**config.mk**
```make
export PLATFORM = sky130hd
export DESIGN_NAME = midi_note_route_mixer_top
export DESIGN_NICKNAME = d
export VERILOG_FILES = /design/src/sv/mnrm_pkg.sv /design/src/sv/mnrm_ctrl.sv /design/src/sv/mnrm_dp.sv /design/src/sv/midi_note_route_mixer_top.sv
export SDC_FILE = /design/constraint.sdc
export NUM_CORES = 2
export LEC_CHECK = 0
export BUFFER_PORTS_ARGS = -buffer_cell sky130_fd_sc_hd__buf_2
export CAP_MARGIN = 20
export CORE_AREA = 2 2 340 342
export DETAILED_ROUTE_END_ITERATION = 12
export DIE_AREA = 0 0 342 344
export GPL_ROUTABILITY_DRIVEN = 0
export GPL_TIMING_DRIVEN = 1
export HOLD_SLACK_MARGIN = 0.05
export PLACE_DENSITY = 0.52
export SLEW_MARGIN = 20
export SYNTH_ARGS = -nofsm -noshare
export SYNTH_HDL_FRONTEND = slang
export SYNTH_SLANG_ARGS = --single-unit
export TNS_END_PERCENT = 5
```
**constraint.sdc**
```tcl
create_clock -name i_clk -period 15.5 [get_ports i_clk]
set_clock_uncertainty 0.2 [all_clocks]
set_input_delay 1.55 -clock i_clk [delete_from_list [all_inputs] [get_ports i_clk]]
set_output_delay 1.55 -clock i_clk [all_outputs]
set_load 0.01 [all_outputs]
```
**src/sv/mnrm_pkg.sv**
```systemverilog
// Shared constants, codes and control/status types of the note router and mixer.
`timescale 1ns / 1ps
`default_nettype none
package mnrm_pkg;

    localparam int SLOT_COUNT = 16;
    localparam int PORT_COUNT = 8;
    localparam int SLOT_W = (SLOT_COUNT > 1) ? $clog2(SLOT_COUNT) : 1;

    localparam logic [6:0] DEFAULT_VELOCITY = 7'd100;
    localparam logic [6:0] NOTE_LIMIT = 7'd127;
    localparam logic [6:0] VEL_LIMIT = 7'd127;

    localparam logic [1:0] OP_WRITE = 2'd0;
    localparam logic [1:0] OP_NOTE_ON = 2'd1;
    localparam logic [1:0] OP_NOTE_OFF = 2'd2;

    localparam logic [2:0] CFG_MASTER_VOLUME = 3'd0;
    localparam logic [2:0] CFG_MASTER_MIN_NOTE = 3'd1;
    localparam logic [2:0] CFG_MASTER_MAX_NOTE = 3'd2;
    localparam logic [2:0] CFG_MASTER_TRANSPOSE = 3'd3;
    localparam logic [2:0] CFG_MASTER_PAN = 3'd4;

    typedef struct packed {
        logic              write_slot;
        logic              load_note;
        logic              issue;
        logic [SLOT_W-1:0] idx;
        logic              flush;
    } t_cmd;

    typedef struct packed {
        logic hold;
        logic pipe_empty;
        logic flush_ok;
    } t_status;

endpackage
`default_nettype wire

```
**src/sv/mnrm_ctrl.sv**
```systemverilog
// Controller: accepts words and sequences the slot walk, drain and final flush.
`timescale 1ns / 1ps
`default_nettype none
module mnrm_ctrl (
    input  wire logic              i_clk,
    input  wire logic              i_rst_n,
    input  wire logic              i_valid,
    input  wire logic [1:0]        i_operation,
    output logic                   o_stall,
    output mnrm_pkg::t_cmd         o_cmd,
    input  wire mnrm_pkg::t_status i_status
);

    typedef enum logic [3:0] {
        ST_IDLE  = 4'b0001,
        ST_WALK  = 4'b0010,
        ST_DRAIN = 4'b0100,
        ST_FLUSH = 4'b1000
    } t_state;

    t_state r_state, n_state;
    logic [mnrm_pkg::SLOT_W-1:0] r_idx, n_idx;
    logic w_accept;
    logic w_is_note;
    logic w_last_idx;

    assign o_stall = (r_state != ST_IDLE) || !i_rst_n;
    assign w_accept = i_valid && !o_stall;
    assign w_is_note = (i_operation == mnrm_pkg::OP_NOTE_ON) ||
                       (i_operation == mnrm_pkg::OP_NOTE_OFF);
    assign w_last_idx = (r_idx == mnrm_pkg::SLOT_W'(mnrm_pkg::SLOT_COUNT - 1));

    always_comb begin
        n_state = r_state;
        n_idx = r_idx;
        case (r_state)
            ST_IDLE: begin
                if (w_accept && w_is_note) begin
                    n_state = ST_WALK;
                    n_idx = '0;
                end
            end
            ST_WALK: begin
                if (!i_status.hold) begin
                    if (w_last_idx) begin
                        n_state = ST_DRAIN;
                    end else begin
                        n_idx = r_idx + 1'b1;
                    end
                end
            end
            ST_DRAIN: begin
                if (i_status.pipe_empty) begin
                    n_state = ST_FLUSH;
                end
            end
            ST_FLUSH: begin
                if (i_status.flush_ok) begin
                    n_state = ST_IDLE;
                end
            end
            default: begin
                n_state = ST_IDLE;
            end
        endcase
    end

    always_ff @(posedge i_clk) begin
        if (!i_rst_n) begin
            r_state <= ST_IDLE;
            r_idx <= '0;
        end else begin
            r_state <= n_state;
            r_idx <= n_idx;
        end
    end

    always_comb begin
        o_cmd.write_slot = w_accept && (i_operation == mnrm_pkg::OP_WRITE);
        o_cmd.load_note = w_accept && w_is_note;
        o_cmd.issue = (r_state == ST_WALK);
        o_cmd.idx = r_idx;
        o_cmd.flush = (r_state == ST_FLUSH);
    end

    a_walk_from_idle: assert property (@(posedge i_clk) disable iff (!i_rst_n)
        (r_state == ST_WALK) && !$past(r_state == ST_WALK) |-> r_idx == '0)
        else $error("walk did not start at slot zero");

    a_flush_after_drain: assert property (@(posedge i_clk) disable iff (!i_rst_n)
        (r_state == ST_FLUSH) && (($past(r_state) == ST_DRAIN)) |-> i_status.pipe_empty)
        else $error("flush entered with words still in the pipeline");

    a_stall_while_busy: assert property (@(posedge i_clk) disable iff (!i_rst_n)
        (r_state != ST_IDLE) |-> o_stall && !o_cmd.load_note && !o_cmd.write_slot)
        else $error("word accepted while busy");

endmodule
`default_nettype wire

```
**src/sv/mnrm_dp.sv**
```systemverilog
// Datapath: routing table, master registers, slot evaluation pipeline and output register.
`timescale 1ns / 1ps
`default_nettype none
module mnrm_dp (
    input  wire logic                i_clk,
    input  wire logic                i_rst_n,
    input  wire mnrm_pkg::t_cmd      i_cmd,
    output mnrm_pkg::t_status        o_status,
    input  wire logic                i_cfg_we,
    input  wire logic [2:0]          i_cfg_index,
    input  wire logic [11:0]         i_cfg_data,
    input  wire logic [1:0]          i_operation,
    input  wire logic [3:0]          i_slot,
    input  wire logic [7:0]          i_track_id,
    input  wire logic                i_slot_valid,
    input  wire logic [3:0]          i_port,
    input  wire logic [3:0]          i_midi_channel,
    input  wire logic signed [7:0]   i_slot_transpose,
    input  wire logic [11:0]         i_slot_volume,
    input  wire logic signed [7:0]   i_slot_pan,
    input  wire logic [6:0]          i_note_number,
    input  wire logic [6:0]          i_note_velocity,
    input  wire logic                i_velocity_given,
    output logic                     o_valid,
    input  wire logic                i_stall,
    output logic [3:0]               o_out_port,
    output logic [3:0]               o_out_channel,
    output logic [7:0]               o_out_track,
    output logic [6:0]               o_out_note,
    output logic [6:0]               o_out_velocity,
    output logic signed [7:0]        o_out_pan,
    output logic                     o_out_on,
    output logic                     o_last_of_run
);

    localparam int SC = mnrm_pkg::SLOT_COUNT;

    // master registers
    logic [11:0]       r_mvol;
    logic [6:0]        r_min;
    logic [6:0]        r_max;
    logic signed [7:0] r_mtrans;
    logic signed [7:0] r_mpan;

    // routing table
    logic [SC-1:0]     r_tbl_valid;
    logic [7:0]        r_tbl_track [SC];
    logic [3:0]        r_tbl_port [SC];
    logic [3:0]        r_tbl_chan [SC];
    logic signed [7:0] r_tbl_trans [SC];
    logic [11:0]       r_tbl_vol [SC];
    logic signed [7:0] r_tbl_pan [SC];

    // current note word
    logic        r_on;
    logic [7:0]  r_track;
    logic [6:0]  r_note;
    logic [6:0]  r_vel;

    // stage 1
    logic              r_s1_vld;
    logic [3:0]        r_s1_port;
    logic [3:0]        r_s1_chan;
    logic [6:0]        r_s1_note;
    logic signed [7:0] r_s1_pan;
    logic [18:0]       r_s1_prod;

    // stage 2
    logic              r_s2_vld;
    logic [3:0]        r_s2_port;
    logic [3:0]        r_s2_chan;
    logic [6:0]        r_s2_note;
    logic signed [7:0] r_s2_pan;
    logic [30:0]       r_s2_prod;

    // pending message
    logic              r_pend_vld;
    logic [3:0]        r_pend_port;
    logic [3:0]        r_pend_chan;
    logic [6:0]        r_pend_note;
    logic [6:0]        r_pend_vel;
    logic signed [7:0] r_pend_pan;

    // output register
    logic              r_out_vld;
    logic [3:0]        r_out_port;
    logic [3:0]        r_out_chan;
    logic [7:0]        r_out_track;
    logic [6:0]        r_out_note;
    logic [6:0]        r_out_vel;
    logic signed [7:0] r_out_pan;
    logic              r_out_on;
    logic              r_out_last;

    logic [mnrm_pkg::SLOT_W-1:0] w_wr_idx;
    logic              w_wr_ok;
    logic [3:0]        w_port_clamp;
    logic signed [9:0] w_n;
    logic              w_in_range;
    logic              w_match;
    logic signed [8:0] w_pan_sum;
    logic signed [7:0] w_pan_sat;
    logic [18:0]       w_prod1;
    logic [30:0]       w_prod2;
    logic [14:0]       w_vel_raw;
    logic [6:0]        w_vel_clamp;
    logic              w_keep2;
    logic              w_out_take;
    logic              w_out_free;
    logic              w_hold;
    logic              w_adv;
    logic              w_push_pend;
    logic              w_flush_out;
    logic              w_load_out;

    assign w_wr_idx = mnrm_pkg::SLOT_W'(i_slot);
    assign w_wr_ok = ({1'b0, i_slot} < 5'(SC)) || (SC > 15);
    assign w_port_clamp = (i_port > 4'(mnrm_pkg::PORT_COUNT)) ?
                          4'(mnrm_pkg::PORT_COUNT) : i_port;

    always_ff @(posedge i_clk) begin
        if (!i_rst_n) begin
            r_mvol <= 12'd256;
            r_min <= 7'd0;
            r_max <= mnrm_pkg::NOTE_LIMIT;
            r_mtrans <= '0;
            r_mpan <= '0;
        end else if (i_cfg_we) begin
            case (i_cfg_index)
                mnrm_pkg::CFG_MASTER_VOLUME:    r_mvol <= i_cfg_data;
                mnrm_pkg::CFG_MASTER_MIN_NOTE:  r_min <= i_cfg_data[6:0];
                mnrm_pkg::CFG_MASTER_MAX_NOTE:  r_max <= i_cfg_data[6:0];
                mnrm_pkg::CFG_MASTER_TRANSPOSE: r_mtrans <= $signed(i_cfg_data[7:0]);
                mnrm_pkg::CFG_MASTER_PAN:       r_mpan <= $signed(i_cfg_data[7:0]);
                default: begin
                end
            endcase
        end
    end

    always_ff @(posedge i_clk) begin
        if (!i_rst_n) begin
            r_tbl_valid <= '0;
        end else if (i_cmd.write_slot && w_wr_ok) begin
            r_tbl_valid[w_wr_idx] <= i_slot_valid;
        end
    end

    always_ff @(posedge i_clk) begin
        if (i_cmd.write_slot && w_wr_ok) begin
            r_tbl_track[w_wr_idx] <= i_track_id;
            r_tbl_port[w_wr_idx] <= w_port_clamp;
            r_tbl_chan[w_wr_idx] <= i_midi_channel;
            r_tbl_trans[w_wr_idx] <= i_slot_transpose;
            r_tbl_vol[w_wr_idx] <= i_slot_volume;
            r_tbl_pan[w_wr_idx] <= i_slot_pan;
        end
        if (i_cmd.load_note) begin
            r_on <= (i_operation == mnrm_pkg::OP_NOTE_ON);
            r_track <= i_track_id;
            r_note <= i_note_number;
            r_vel <= i_velocity_given ? i_note_velocity : mnrm_pkg::DEFAULT_VELOCITY;
        end
    end

    // slot evaluation
    assign w_n = $signed({3'b000, r_note}) + 10'(r_tbl_trans[i_cmd.idx]) + 10'(r_mtrans);
    assign w_in_range = (w_n >= 10'sd0) && (w_n <= $signed({3'b000, mnrm_pkg::NOTE_LIMIT})) &&
                        (w_n >= $signed({3'b000, r_min})) && (w_n <= $signed({3'b000, r_max}));
    assign w_match = r_tbl_valid[i_cmd.idx] && (r_tbl_track[i_cmd.idx] == r_track);
    assign w_pan_sum = 9'(r_tbl_pan[i_cmd.idx]) + 9'(r_mpan);
    assign w_pan_sat = (w_pan_sum > 9'sd127) ? 8'sd127 :
                       (w_pan_sum < -9'sd128) ? $signed(8'h80) : w_pan_sum[7:0];
    assign w_prod1 = {12'd0, r_vel} * {7'd0, r_tbl_vol[i_cmd.idx]};
    assign w_prod2 = {12'd0, r_s1_prod} * {19'd0, r_mvol};

    assign w_vel_raw = r_s2_prod[30:16];
    assign w_vel_clamp = (w_vel_raw > {8'd0, mnrm_pkg::VEL_LIMIT}) ?
                         mnrm_pkg::VEL_LIMIT : w_vel_raw[6:0];
    assign w_keep2 = r_s2_vld && (!r_on || (w_vel_raw != 15'd0));

    assign w_out_take = r_out_vld && !i_stall;
    assign w_out_free = !r_out_vld || !i_stall;
    assign w_hold = w_keep2 && r_pend_vld && !w_out_free;
    assign w_adv = !w_hold;
    assign w_push_pend = w_adv && w_keep2;
    assign w_flush_out = i_cmd.flush && r_pend_vld && w_out_free;
    assign w_load_out = (w_push_pend && r_pend_vld) || w_flush_out;

    always_ff @(posedge i_clk) begin
        if (!i_rst_n) begin
            r_s1_vld <= 1'b0;
            r_s2_vld <= 1'b0;
            r_pend_vld <= 1'b0;
            r_out_vld <= 1'b0;
        end else begin
            if (w_adv) begin
                r_s1_vld <= i_cmd.issue && w_match && w_in_range;
                r_s2_vld <= r_s1_vld;
            end
            if (w_push_pend) begin
                r_pend_vld <= 1'b1;
            end else if (w_flush_out) begin
                r_pend_vld <= 1'b0;
            end
            if (w_load_out) begin
                r_out_vld <= 1'b1;
            end else if (w_out_take) begin
                r_out_vld <= 1'b0;
            end
        end
    end

    always_ff @(posedge i_clk) begin
        if (w_adv) begin
            r_s1_port <= r_tbl_port[i_cmd.idx];
            r_s1_chan <= r_tbl_chan[i_cmd.idx];
            r_s1_note <= w_n[6:0];
            r_s1_pan <= w_pan_sat;
            r_s1_prod <= w_prod1;
            r_s2_port <= r_s1_port;
            r_s2_chan <= r_s1_chan;
            r_s2_note <= r_s1_note;
            r_s2_pan <= r_s1_pan;
            r_s2_prod <= w_prod2;
        end
        if (w_push_pend) begin
            r_pend_port <= r_s2_port;
            r_pend_chan <= r_s2_chan;
            r_pend_note <= r_s2_note;
            r_pend_vel <= r_on ? w_vel_clamp : 7'd0;
            r_pend_pan <= r_s2_pan;
        end
        if (w_load_out) begin
            r_out_port <= r_pend_port;
            r_out_chan <= r_pend_chan;
            r_out_track <= r_track;
            r_out_note <= r_pend_note;
            r_out_vel <= r_pend_vel;
            r_out_pan <= r_pend_pan;
            r_out_on <= r_on;
            r_out_last <= w_flush_out;
        end
    end

    always_comb begin
        o_status.hold = w_hold;
        o_status.pipe_empty = !r_s1_vld && !r_s2_vld;
        o_status.flush_ok = !r_pend_vld || w_out_free;
    end

    assign o_valid = r_out_vld;
    assign o_out_port = r_out_port;
    assign o_out_channel = r_out_chan;
    assign o_out_track = r_out_track;
    assign o_out_note = r_out_note;
    assign o_out_velocity = r_out_vel;
    assign o_out_pan = r_out_pan;
    assign o_out_on = r_out_on;
    assign o_last_of_run = r_out_last;

    a_flush_pipe_empty: assert property (@(posedge i_clk) disable iff (!i_rst_n)
        i_cmd.flush |-> !r_s1_vld && !r_s2_vld)
        else $error("flush with slots still in flight");

    a_note_starts_empty: assert property (@(posedge i_clk) disable iff (!i_rst_n)
        i_cmd.load_note |-> !r_pend_vld && !r_s1_vld && !r_s2_vld)
        else $error("note word accepted over unfinished work");

    a_on_nonzero_vel: assert property (@(posedge i_clk) disable iff (!i_rst_n)
        r_out_vld && r_out_on |-> r_out_vel != 7'd0)
        else $error("note-on word with zero velocity");

    a_off_zero_vel: assert property (@(posedge i_clk) disable iff (!i_rst_n)
        r_out_vld && !r_out_on |-> r_out_vel == 7'd0)
        else $error("note-off word with nonzero velocity");

endmodule
`default_nettype wire

```
**src/sv/midi_note_route_mixer_top.sv**
```systemverilog
// Top level of the note router and mixer: controller plus datapath.
// A write word loads one routing slot and does not stall the input. A note word walks all
// SLOT_COUNT slots, one slot per cycle while the pipeline is not held, through a three-stage
// evaluation pipeline (table read and first gain multiply, second gain multiply, clamp and
// select), so after it is taken the input stalls through the walk, the drain of the pipeline
// and the flush of the last message, and also while the output is stalled and a message
// waits to move on.
// Each routed message is held one slot back so that the final one of a note carries
// last_of_run; a note that routes nowhere produces no word. The next word is accepted while
// the last message still waits in the output register.
`timescale 1ns / 1ps
`default_nettype none
module midi_note_route_mixer_top (
    input  wire logic              i_clk,
    input  wire logic              i_rst_n,
    input  wire logic              i_cfg_we,
    input  wire logic [2:0]        i_cfg_index,
    input  wire logic [11:0]       i_cfg_data,
    input  wire logic              i_valid,
    output logic                   o_stall,
    input  wire logic [1:0]        i_operation,
    input  wire logic [3:0]        i_slot,
    input  wire logic [7:0]        i_track_id,
    input  wire logic              i_slot_valid,
    input  wire logic [3:0]        i_port,
    input  wire logic [3:0]        i_midi_channel,
    input  wire logic signed [7:0] i_slot_transpose,
    input  wire logic [11:0]       i_slot_volume,
    input  wire logic signed [7:0] i_slot_pan,
    input  wire logic [6:0]        i_note_number,
    input  wire logic [6:0]        i_note_velocity,
    input  wire logic              i_velocity_given,
    output logic                   o_valid,
    input  wire logic              i_stall,
    output logic [3:0]             o_out_port,
    output logic [3:0]             o_out_channel,
    output logic [7:0]             o_out_track,
    output logic [6:0]             o_out_note,
    output logic [6:0]             o_out_velocity,
    output logic signed [7:0]      o_out_pan,
    output logic                   o_out_on,
    output logic                   o_last_of_run
);

    mnrm_pkg::t_cmd    w_cmd;
    mnrm_pkg::t_status w_status;

    mnrm_ctrl u_ctrl (
        .i_clk       (i_clk),
        .i_rst_n     (i_rst_n),
        .i_valid     (i_valid),
        .i_operation (i_operation),
        .o_stall     (o_stall),
        .o_cmd       (w_cmd),
        .i_status    (w_status)
    );

    mnrm_dp u_dp (
        .i_clk            (i_clk),
        .i_rst_n          (i_rst_n),
        .i_cmd            (w_cmd),
        .o_status         (w_status),
        .i_cfg_we         (i_cfg_we),
        .i_cfg_index      (i_cfg_index),
        .i_cfg_data       (i_cfg_data),
        .i_operation      (i_operation),
        .i_slot           (i_slot),
        .i_track_id       (i_track_id),
        .i_slot_valid     (i_slot_valid),
        .i_port           (i_port),
        .i_midi_channel   (i_midi_channel),
        .i_slot_transpose (i_slot_transpose),
        .i_slot_volume    (i_slot_volume),
        .i_slot_pan       (i_slot_pan),
        .i_note_number    (i_note_number),
        .i_note_velocity  (i_note_velocity),
        .i_velocity_given (i_velocity_given),
        .o_valid          (o_valid),
        .i_stall          (i_stall),
        .o_out_port       (o_out_port),
        .o_out_channel    (o_out_channel),
        .o_out_track      (o_out_track),
        .o_out_note       (o_out_note),
        .o_out_velocity   (o_out_velocity),
        .o_out_pan        (o_out_pan),
        .o_out_on         (o_out_on),
        .o_last_of_run    (o_last_of_run)
    );

endmodule
`default_nettype wire
```
==> impl_metrics.env <==
export IMPL_vias=23900
export IMPL_synth_cell_types=61
export IMPL_final_cell_mix="edfxtp_1 (877), nand2_1 (297), inv_1 (291)"
export IMPL_worstHoldStart="u_dp.r_pend_vel[6]"
export IMPL_start_util_pct=39.9
export IMPL_first_pass_iters=5
export IMPL_seqCellArea_um2=27800
export IMPL_path_buf_inv=3
export IMPL_core_area_um2=114000
export IMPL_final_setup_viol_count=0
export IMPL_grt_remaining_overflow=0
export IMPL_final_area_um2=51300
export IMPL_multi_input_area_um2=16100
export IMPL_crit_top_cell="fa_1"
export IMPL_rsz0062_at_grt="no"
export IMPL_status="finished clean"
export IMPL_grt_pass1_wl_mm=162
export IMPL_met3_usage_pct=3.40
export IMPL_fp_row_count=124
export IMPL_synth_area_mux_share_pct=11.5
export IMPL_synth_warnings=0
export IMPL_synth_fa_ha_area_share_pct=13.7
export IMPL_use_met2_pct=31.1
export IMPL_fin_crit_sh_pct=43.9
export IMPL_syn2layout_area_growth_pct=13.0
export IMPL_cts_tree="built"
export IMPL_synth_compound_area_share_pct=2.90
export IMPL_fp_dieH_um=344
export IMPL_placed_area_um2=47900
export IMPL_synth_edff_count=877
export IMPL_met1_usage_pct=25.4
export IMPL_drc=0
export IMPL_h_tree_depth=3
export IMPL_clk_pin_slew_ps=60
export IMPL_cts_path_max_buffers=3
export IMPL_power_leakage_uw=0.0183
export IMPL_dp_slack_ps=8460
export IMPL_fillers=9978
export IMPL_crit_family="adder cells"
export IMPL_hold_buffers=0
export IMPL_synthFlopType="edfxtp_1"
export IMPL_die_w_um=342
export IMPL_hpwl_mm=68.2
export IMPL_wl_per_cell_um=23.9
export IMPL_synth_xor_area_share_pct=0.984
export IMPL_antenna_found_initial=17
export IMPL_track_usage_pct=18.8
export IMPL_cts_sinks=951
export IMPL_ir_drop_mv=0.101
export IMPL_grt_max_degree=73
export IMPL_via_per_inst=5.24
export IMPL_avgSynthCellArea_um2=16.3
export IMPL_synthCells=2791
export IMPL_start_kind="flip-flop"
export IMPL_cts_buffers=102
export IMPL_ys_seq_area_share_pct=61.3
export IMPL_hold_class="reg2reg"
export IMPL_r2r_slack_ps=8700
export IMPL_insertion_delay_ps=690
export IMPL_layout_commonest_cell="edfxtp_1"
export IMPL_final_max_slew_viol_count=0
export IMPL_max_stage_delay_ps=850
export IMPL_required_ps=15740
export IMPL_layout_nets=3392
export IMPL_num_io_pins=128
export IMPL_cts_setup_buffers=0
export IMPL_fin_ws_ps=8700
export IMPL_synth_top_family_by_area="adder cells"
export IMPL_drive_gt1_share_pct=18.9
export IMPL_grt_busiest_layer="met2"
export IMPL_wl_mm=109
export IMPL_crit_slowest_cell="buf_4"
export IMPL_critical_path_class="reg2reg"
export IMPL_slew_headroom_pct=30.7
export IMPL_crit_chain="buf_4, mux4_2, mux4_2, and2_1, fa_1, fa_1, fa_1, inv_1, fa_1, inv_1, ha_1, nor3_1, o21ai_0, a31oi_1, a21oi_1, a211o_1, a21oi_1, xnor2_1"
export IMPL_p_per_area_nw_per_um2=116
export IMPL_syn_area_um2=45400
export IMPL_fmax_mhz=147
export IMPL_async_flop_share_pct=0
export IMPL_hold_violations=0
export IMPL_cts_resized=0
export IMPL_cts_root_buf="clkbuf_16"
export IMPL_fp_dieArea_um2=118000
export IMPL_dp_cells=4353
export IMPL_cp_end_kind="flip-flop"
export IMPL_syn_num_nets=3238
export IMPL_antenna_left=0
export IMPL_crit_arrival_ps=7040
export IMPL_final_cell_count_no_fill=4551
export IMPL_worst_pin_slew_ps=1040
export IMPL_path_max_fanout=64
export IMPL_grt_pass1_vias=25300
export IMPL_setup_tns_ps=0
export IMPL_port_buffers=127
export IMPL_fin_crit_ps=6800
export IMPL_yosys_register_bits=951
export IMPL_drt_iter0_markers=1740
export IMPL_synth_simple_gate_area_share_pct=6.17
export IMPL_cap_violations=0
## layout make-up
class	instances	share of cell area [%]
Timing Repair Buffer	169	1.86
Inverter	293	2.15
Tap cell	1512	3.69
Antenna cell	4	0.0195
Sequential cell	951	54.2
Clock buffer	123	5.17
Multi-Input combinational cell	1428	31.4
Clock inverter	71	1.47
## Yosys cell counts, types with 7 or more instances
cell type,instances,share of area (%)
nand2_1,297,2.5
mux4_2,214,11
and2_1,133,1.8
nor2b_1,23,0.32
nor3_1,21,0.23
a21o_1,18,0.30
a21oi_1,35,0.39
mux2i_1,20,0.44
xnor2_1,34,0.66
dfxtp_1,74,3.3
ha_1,134,3.7
xor2_1,17,0.33
buf_2,21,0.23
clkbuf_1,90,0.74
o21ai_0,28,0.31
a21boi_0,43,0.71
edfxtp_1,877,58
o21a_1,17,0.28
fa_1,227,10
nand2b_1,15,0.21
nor2_1,42,0.35
mux4_1,7,0.41
o211ai_1,7,0.12
and3_1,8,0.11
nand3_1,16,0.18
inv_1,293,2.4
## state kept, by name, indices dropped and copies added (netlist names), 8 cells and up, named ones only
register,flops
u_dp.r_s2_prod,15
u_dp.r_mvol,12
u_dp.r_tbl_vol,192
u_dp.r_mpan,8
u_dp.r_tbl_trans,128
u_dp.r_tbl_chan,64
u_dp.o_out_track,8
u_dp.r_tbl_track,128
u_dp.r_tbl_port,64
u_dp.o_out_pan,8
u_dp.r_s1_pan,8
u_dp.r_s2_pan,8
u_dp.r_s1_prod,19
u_dp.r_tbl_valid,16
u_dp.r_pend_pan,8
u_dp.r_mtrans,8
u_dp.r_track,8
u_dp.r_tbl_pan,128
## through the flow
stage	util (%)	power (uW)	hold slack [ps]
2_1_floorplan	-	3370	200
3_3_place_gp	42.1	3560	204
3_5_place_dp	42.1	3570	205
4_1_cts	45.1	6040	212
5_1_grt	45.1	6220	221
6_report	45.1	5970	215
## per-layer routing
metal | up-vias | routed length [um]
met5 | - | 49
met4 | 8 | 3050
met3 | 184 | 6020
met2 | 626 | 53300
met1 | 12600 | 46400
li1 | 10500 | -
## where the power goes
group / switching [uW] / total (uW) / leakage (uW) / internal (uW)
registers: 104 / 2970 / 0.00864 / 2870
clock network: 1020 / 2450 / 0.00165 / 1430
logic: 321 / 547 / 0.00802 / 226
## worst reg2reg max path, stage by stage (launching register included)
cell	delay, ps
dfxtp_4	620
buf_4	860
mux4_2	460
mux4_2	630
and2_1	240
fa_1	550
fa_1	430
fa_1	490
inv_1	50
fa_1	470
inv_1	40
ha_1	220
nor3_1	190
o21ai_0	170
a31oi_1	240
a21oi_1	170
a211o_1	280
a21oi_1	170
xnor2_1	80
## worst paths after layout
path,end,cells after the start
setup / recovery,u_dp.r_s1_prod[17],18
hold / removal,u_dp.o_out_velocity[6],0
setup reg to reg,u_dp.r_s1_prod[17],18
hold reg to reg,u_dp.o_out_velocity[6],0
## kinds of logic (layout without fill, tap and decap cells)
logic type / count (synthesis) / in the layout
compound gates: 191 / 191
xor+xnor: 51 / 51
fa+ha+maj: 361 / 361
buf+inv: 412 / 656
flops: 951 / 951
mux: 241 / 241
other cells: 0 / 4
simple gates: 584 / 584
No activity file was read; power rests on OpenSTA's default activity.
